$ cat src/design/gtsb_pkg.sv
package gtsb_pkg;

  // configuration register indexes
  typedef enum logic [2:0] {
    CFG_PAYOFF_CC  = 3'd0,
    CFG_PAYOFF_CD  = 3'd1,
    CFG_PAYOFF_DC  = 3'd2,
    CFG_PAYOFF_DD  = 3'd3,
    CFG_SELECTION  = 3'd4,
    CFG_FERTILITY  = 3'd5,
    CFG_CROWDING   = 3'd6
  } cfg_index_t;

  typedef enum logic [1:0] {
    KIND_COOP   = 2'd0,
    KIND_DEFECT = 2'd1,
    KIND_NONE   = 2'd2
  } event_kind_t;

  typedef enum logic [4:0] {
    ST_IDLE, ST_FC, ST_FD, ST_PC0, ST_PC1, ST_F1, ST_PD0, ST_PD1, ST_F2,
    ST_PHI0, ST_PHI1, ST_G0, ST_G1, ST_CHKC, ST_QC, ST_TC, ST_RC,
    ST_CHKD, ST_QD, ST_TD, ST_RD, ST_TOTAL, ST_NORM, ST_SQ, ST_LN,
    ST_TAU, ST_SCALE, ST_PICK, ST_DONE
  } state_t;

  localparam logic [27:0]  LN2_Q28  = 28'd186065279;
  localparam logic [127:0] PROD_CAP = 128'h4000_0000_0000_0000;
  localparam logic [47:0]  RATE_CAP = 48'hFFFF_FFFF_FFFF;
  localparam logic [47:0]  TIME_MAX = 48'hFFFF_FFFF_FFFF;

  // request to the shared multiply / divide unit
  typedef struct packed {
    logic        start;
    logic        is_div;
    logic [63:0] a;      // multiplicand or dividend
    logic [63:0] b;      // multiplier or divisor
  } arith_req_t;

  typedef struct packed {
    logic         busy;
    logic         done;   // one-cycle pulse, results held after
    logic [127:0] prod;
    logic [63:0]  quot;
  } arith_stat_t;

  function automatic logic [63:0] mag64(input logic signed [63:0] v);
    return v[63] ? 64'(-v) : 64'(v);
  endfunction

endpackage

$ cat src/design/gtsb_arith.sv
// Shared iterative unit: 64x64 multiply, 8 multiplier bits per cycle with
// early stop once the remaining bits are zero; 64/64 restoring divide,
// one quotient bit per cycle.
module gtsb_arith (
  input  logic                   clk,
  input  logic                   rst,
  input  gtsb_pkg::arith_req_t   req,
  output gtsb_pkg::arith_stat_t  stat
);

  logic         busy;
  logic         done;
  logic         is_div;
  logic [127:0] a_sh;
  logic [63:0]  mb;
  logic [127:0] acc;
  logic [64:0]  rem;
  logic [63:0]  quo;
  logic [63:0]  dvs;
  logic [5:0]   cnt;

  logic [64:0]  rem_sh;
  logic [64:0]  rem_next;
  logic         q_bit;

  always_comb begin
    rem_sh = {rem[63:0], quo[63]};
    if (rem_sh >= {1'b0, dvs}) begin
      rem_next = rem_sh - {1'b0, dvs};
      q_bit    = 1'b1;
    end else begin
      rem_next = rem_sh;
      q_bit    = 1'b0;
    end
  end

  always_ff @(posedge clk) begin
    if (rst) begin
      busy <= 1'b0;
      done <= 1'b0;
    end else begin
      done <= 1'b0;
      if (req.start) begin
        busy   <= 1'b1;
        is_div <= req.is_div;
        a_sh   <= 128'(req.a);
        mb     <= req.b;
        acc    <= '0;
        rem    <= '0;
        quo    <= req.a;
        dvs    <= req.b;
        cnt    <= 6'd63;
      end else if (busy) begin
        if (is_div) begin
          rem <= rem_next;
          quo <= {quo[62:0], q_bit};
          if (cnt == 6'd0) begin
            busy <= 1'b0;
            done <= 1'b1;
          end else begin
            cnt <= cnt - 6'd1;
          end
        end else if (mb == 64'd0) begin
          busy <= 1'b0;
          done <= 1'b1;
        end else begin
          acc  <= acc + a_sh * mb[7:0];
          a_sh <= a_sh << 8;
          mb   <= mb >> 8;
        end
      end
    end
  end

  assign stat.busy = busy;
  assign stat.done = done;
  assign stat.prod = acc;
  assign stat.quot = quo;

endmodule

$ cat config.mk
export PLATFORM = sky130hd
export DESIGN_NAME = gtsb_arith
export DESIGN_NICKNAME = d
export VERILOG_FILES = /design/src/design/gtsb_pkg.sv /design/src/design/gtsb_arith.sv
export SDC_FILE = /design/constraint.sdc
export NUM_CORES = 2
export LEC_CHECK = 0
export BUFFER_PORTS_ARGS = -buffer_cell sky130_fd_sc_hd__buf_2
export CORE_UTILIZATION = 30
export CTS_BUF_LIST = sky130_fd_sc_hd__clkbuf_16
export DETAILED_ROUTE_END_ITERATION = 8
export GPL_TIMING_DRIVEN = 0
export HOLD_SLACK_MARGIN = 0.06
export PLACE_DENSITY = 0.52
export SLEW_MARGIN = 20
export SYNTH_ARGS = -nofsm -noshare
export SYNTH_HDL_FRONTEND = slang
export SYNTH_SLANG_ARGS = --single-unit
export TNS_END_PERCENT = 20
$ cat constraint.sdc
create_clock -name clk -period 31.3 [get_ports clk]
set_input_delay 6.26 -clock clk [delete_from_list [all_inputs] [get_ports clk]]
set_output_delay 6.26 -clock clk [all_outputs]
set_load 0.01 [all_outputs]
==> summary.txt <==
Final layout
  – Commonest non-fill, non-tap cell in the layout: inv_1
  – Util after Layout: 34.4%
  – Area growth, synth to finish: 13.5%
  – Final #Nets: about 8000
  – Final non-filler cell total: 9397
  – Share of cells above drive strength 1: a little under 9%
  – # fillers: slightly above 20000
  – Most frequent cells in the layout: inv_1 (1199), fa_1 (859), and2_1 (740), nand2_1 (567), edfxtp_1 (519)

Setup path
  – Critical Path Start: req[129]
  – FF-to-FF Start: mb[1]$_DFFE_PP_
  – WS Path Type: in -> reg
  – Largest delay contributor family on the critical path: buffers and inverters
  – CP peak stage delay: around 0.83 ns
  – Total stage count of the critical path: 12
  – CP endpoint kind: flop
  – Required @ worst endpoint: 31.69 ns
  – Worst-path cell chain: clkbuf_1, inv_1, clkbuf_1, o32ai_4, buf_8, buf_6, buf_6, buf_8, buf_8, buf_6, buf_6, buf_8
  – Critical path's slowest cell: inv_1
  – Cells on worst reg2reg path: 22
  – CP startpoint kind: input pin
  – Crit Path Max Fanout: 16
  – Reg-to-reg slack, setup: between 20 and 25 ns
  – Worst path buffer plus inverter count: 11
  – CP arrival: about 11 ns
  – CP Capture Point: a_sh[54]$_DFFE_PP_
  – FF-to-FF End: acc[126]$_SDFFCE_PP0P_

Clocking
  – Root Driver: clkbuf_16
  – CTS Buf Count: 70
  – CTS Hold Bufs: 0
  – Worst skew pair latency: a little over 0.7 ns
  – # Post-CTS Setup Buffers: 0
  – CTS tree: yes
  – Resized cells post-CTS: 0
  – H-Tree Depth: 3
  – Clk sinks: approximately 520
  – Clk buf depth: 3
  – Clk pin slew, worst setup/hold paths: 0.06 ns

Global route
  – GRT Overall Usage: ~22%
  – Vias in the first global route: approximately 47000
  – Initial antenna violation count: 19
  – Largest net degree at the start of global routing: 30
  – Global-route wire length before repair: approximately 320000 um
  – Remaining Overflow, GRT: 0

Outcome
  – Status: finished, final reports clean

Yosys
  – Synth Area in Compound Gates: a little under a tenth
  – Asr flop ratio synth: 0%
  – Syn avg cell area: roughly 9.5 sq um
  – Warnings from Yosys: 0
  – XOR/XNOR Fraction of Synth Area: ~2.7%
  – Synthesized cell area: just under 60000 sq um
  – Mapped Nets: approximately 7500
  – Mapped Cells: around 6300
  – Synth Area in Simple Gates: 17.5%
  – Fraction of the yosys area taken by sequential cells: a little over a quarter
  – #FFs+latches synth: about 520
  – Mux cell area share after synthesis: between 1.5 and 2%
  – Post-synth EDFFs: 519
  – Top FF cell, synth: edfxtp_1
  – Synth Area in Adders: 33.3%
  – Synth unique cells: 86
  – Main combinational cell family by area after synthesis: adder cells

Die
  – Die height: roughly 450 um
  – Die W: around 450 um
  – # IOs: 326
  – Rows: 162
  – Core area: 196000 sq um
  – Starting Density: 30.3%
  – Die area: roughly 200000 sq um

Placed design
  – Final Wtd Congestion: ~0.94
  – Placed cell count: 9253
  – Hpwl dp: around 180000 um
  – Number of I/O port buffers: approximately 320
  – Place WS: around 20 ns

Route
  – DR vias: about 46000
  – Wirelength per Cell: ~23 um
  – DRT Pass-1 Iters: 5
  – ANT nets after route: 0
  – Starting DRT DRC Count: between 3000 and 4000
  – Via-to-Cell Ratio: slightly below 5
  – Total Wirelength: roughly 220000 um
  – Post-route DRC: 0

Timing
  – Final worst-path cycle share: between 30% and 40%
  – Setup WS post-layout: between 20 and 25 ns
  – Clock skew: about 0.045 ns
  – Final Setup Violations: 0
  – RSZ-0062 raised after global routing: no
  – Slew @ Worst Pin: approximately 1.2 ns
  – Slew HR: about a fifth
  – Final hold violation count: 0
  – Max-slew violations: 0
  – Minimum clock period: 10.38 ns
  – Setup TNS: 0 ns
  – Peak Freq: 0.0964 GHz

Job
  – Maxcap violations: 0

Min path
  – Hold Crit Class: reg -> reg
==> how the worst min path moves through the flow <==
stage                                  end  cells past startpoint              from  slack [ns]
final                     quo[5]$_DFFE_PP_                      1  quo[4]$_DFFE_PP_        0.57
after global placement     done$_SDFF_PP0_                      2   busy$_SDFF_PP0_        0.53
after detailed placement  quo[5]$_DFFE_PP_                      1  quo[4]$_DFFE_PP_        0.54
after floorplan            done$_SDFF_PP0_                      2   busy$_SDFF_PP0_        0.50
after global routing      quo[5]$_DFFE_PP_                      1  quo[4]$_DFFE_PP_        0.59
after CTS                 quo[5]$_DFFE_PP_                      1  quo[4]$_DFFE_PP_        0.56
==> cells in the mapped netlist, types with 5 or more instances <==
master	number	area share (%)
clkbuf_1	252	1.6
xnor2_1	108	1.6
nor2b_1	85	0.90
buf_2	11	0.093
a21o_1	85	1.1
o21a_1	26	0.33
a21boi_0	8	0.10
o211ai_1	11	0.14
nand2_1	567	3.6
nor2_1	360	2.3
a21oi_1	313	2.6
o21bai_1	60	0.76
mux2i_1	26	0.44
a31o_2	6	0.089
and3_1	15	0.16
nand2b_1	18	0.19
edfxtp_1	519	26
fa_1	859	29
nor4_1	25	0.26
o21ai_1	15	0.13
nand4_1	92	0.97
and4_1	6	0.089
o2111ai_1	6	0.089
or2_2	5	0.053
and2_1	740	7.8
xor2_1	76	1.1
o31a_1	6	0.089
or3_1	19	0.20
nor3_1	50	0.42
inv_1	1190	7.5
buf_1	17	0.11
mux2_2	57	1.1
o21ai_0	254	2.1
o31ai_1	13	0.16
a31oi_1	14	0.15
a211oi_1	19	0.24
nand3_1	44	0.37
a221oi_1	8	0.12
ha_1	203	4.3
==> final cells by class <==
| type | instances | area [sq um] | area share (%) |
|---|---|---|---|
| Tap cell | 2624 | 3280 | 4.87 |
| Antenna cell | 17 | 42.5 | 0.0632 |
| Timing Repair Buffer | 361 | 2230 | 3.31 |
| Buffer | 284 | 1120 | 1.67 |
| Clock inverter | 57 | 631 | 0.936 |
| Clock buffer | 70 | 1750 | 2.60 |
| Sequential cell | 521 | 15600 | 23.2 |
| Multi-Input combinational cell | 4273 | 38200 | 56.7 |
| Inverter | 1190 | 4470 | 6.63 |
==> logic make-up (layout without fill, tap and decap cells) <==
group	count (synthesis)	after routing
and+or+nand+nor	2040	2040
DFF	521	521
adders and majority gates	1062	1062
AOI/OAI and AO/OA	902	902
muxes	85	85
xor gates and xnor gates	184	184
other	0	17
buffers and inverters	1474	1962
==> worst reg2reg max path: cells and delay by family (launching register included) <==
kind,cells,cell delay (ns)
compound gates,7,3.11
fa+ha+maj,5,2.37
buf+inv,7,2.63
flops,1,0.34
mux,1,0.33
simple gates,2,0.27
==> through the flow <==
stage | hold slack (ns) | area, sq um
floorplan | 0.496 | 59400
global placement | 0.534 | 64300
detailed placement | 0.543 | 64900
CTS | 0.563 | 67300
global route | 0.594 | 67300
finish | 0.566 | 67400
==> state kept, by name, indices dropped and copies added, names as in the netlist <==
| signal | flops |
|---|---|
| is_div | 1 |
| cnt | 6 |
| busy | 1 |
| rem | 64 |
| done | 1 |
| dvs | 64 |
| mb | 64 |
| quo | 64 |
| a_sh | 128 |
| acc | 128 |
==> metal layers <==
| metal | track usage [%] | wire length [um] | up-vias |
|---|---|---|---|
| met5 | 0 | 69 | - |
| met4 | 9.55 | 10400 | 10 |
| met3 | 3.61 | 13300 | 319 |
| met2 | 35.1 | 99800 | 1358 |
| met1 | 28.6 | 93500 | 23287 |
| li1 | - | - | 20717 |
Power is not shown: default switching activity piles up to over one toggle a cycle in this logic, so the estimate is an artifact.
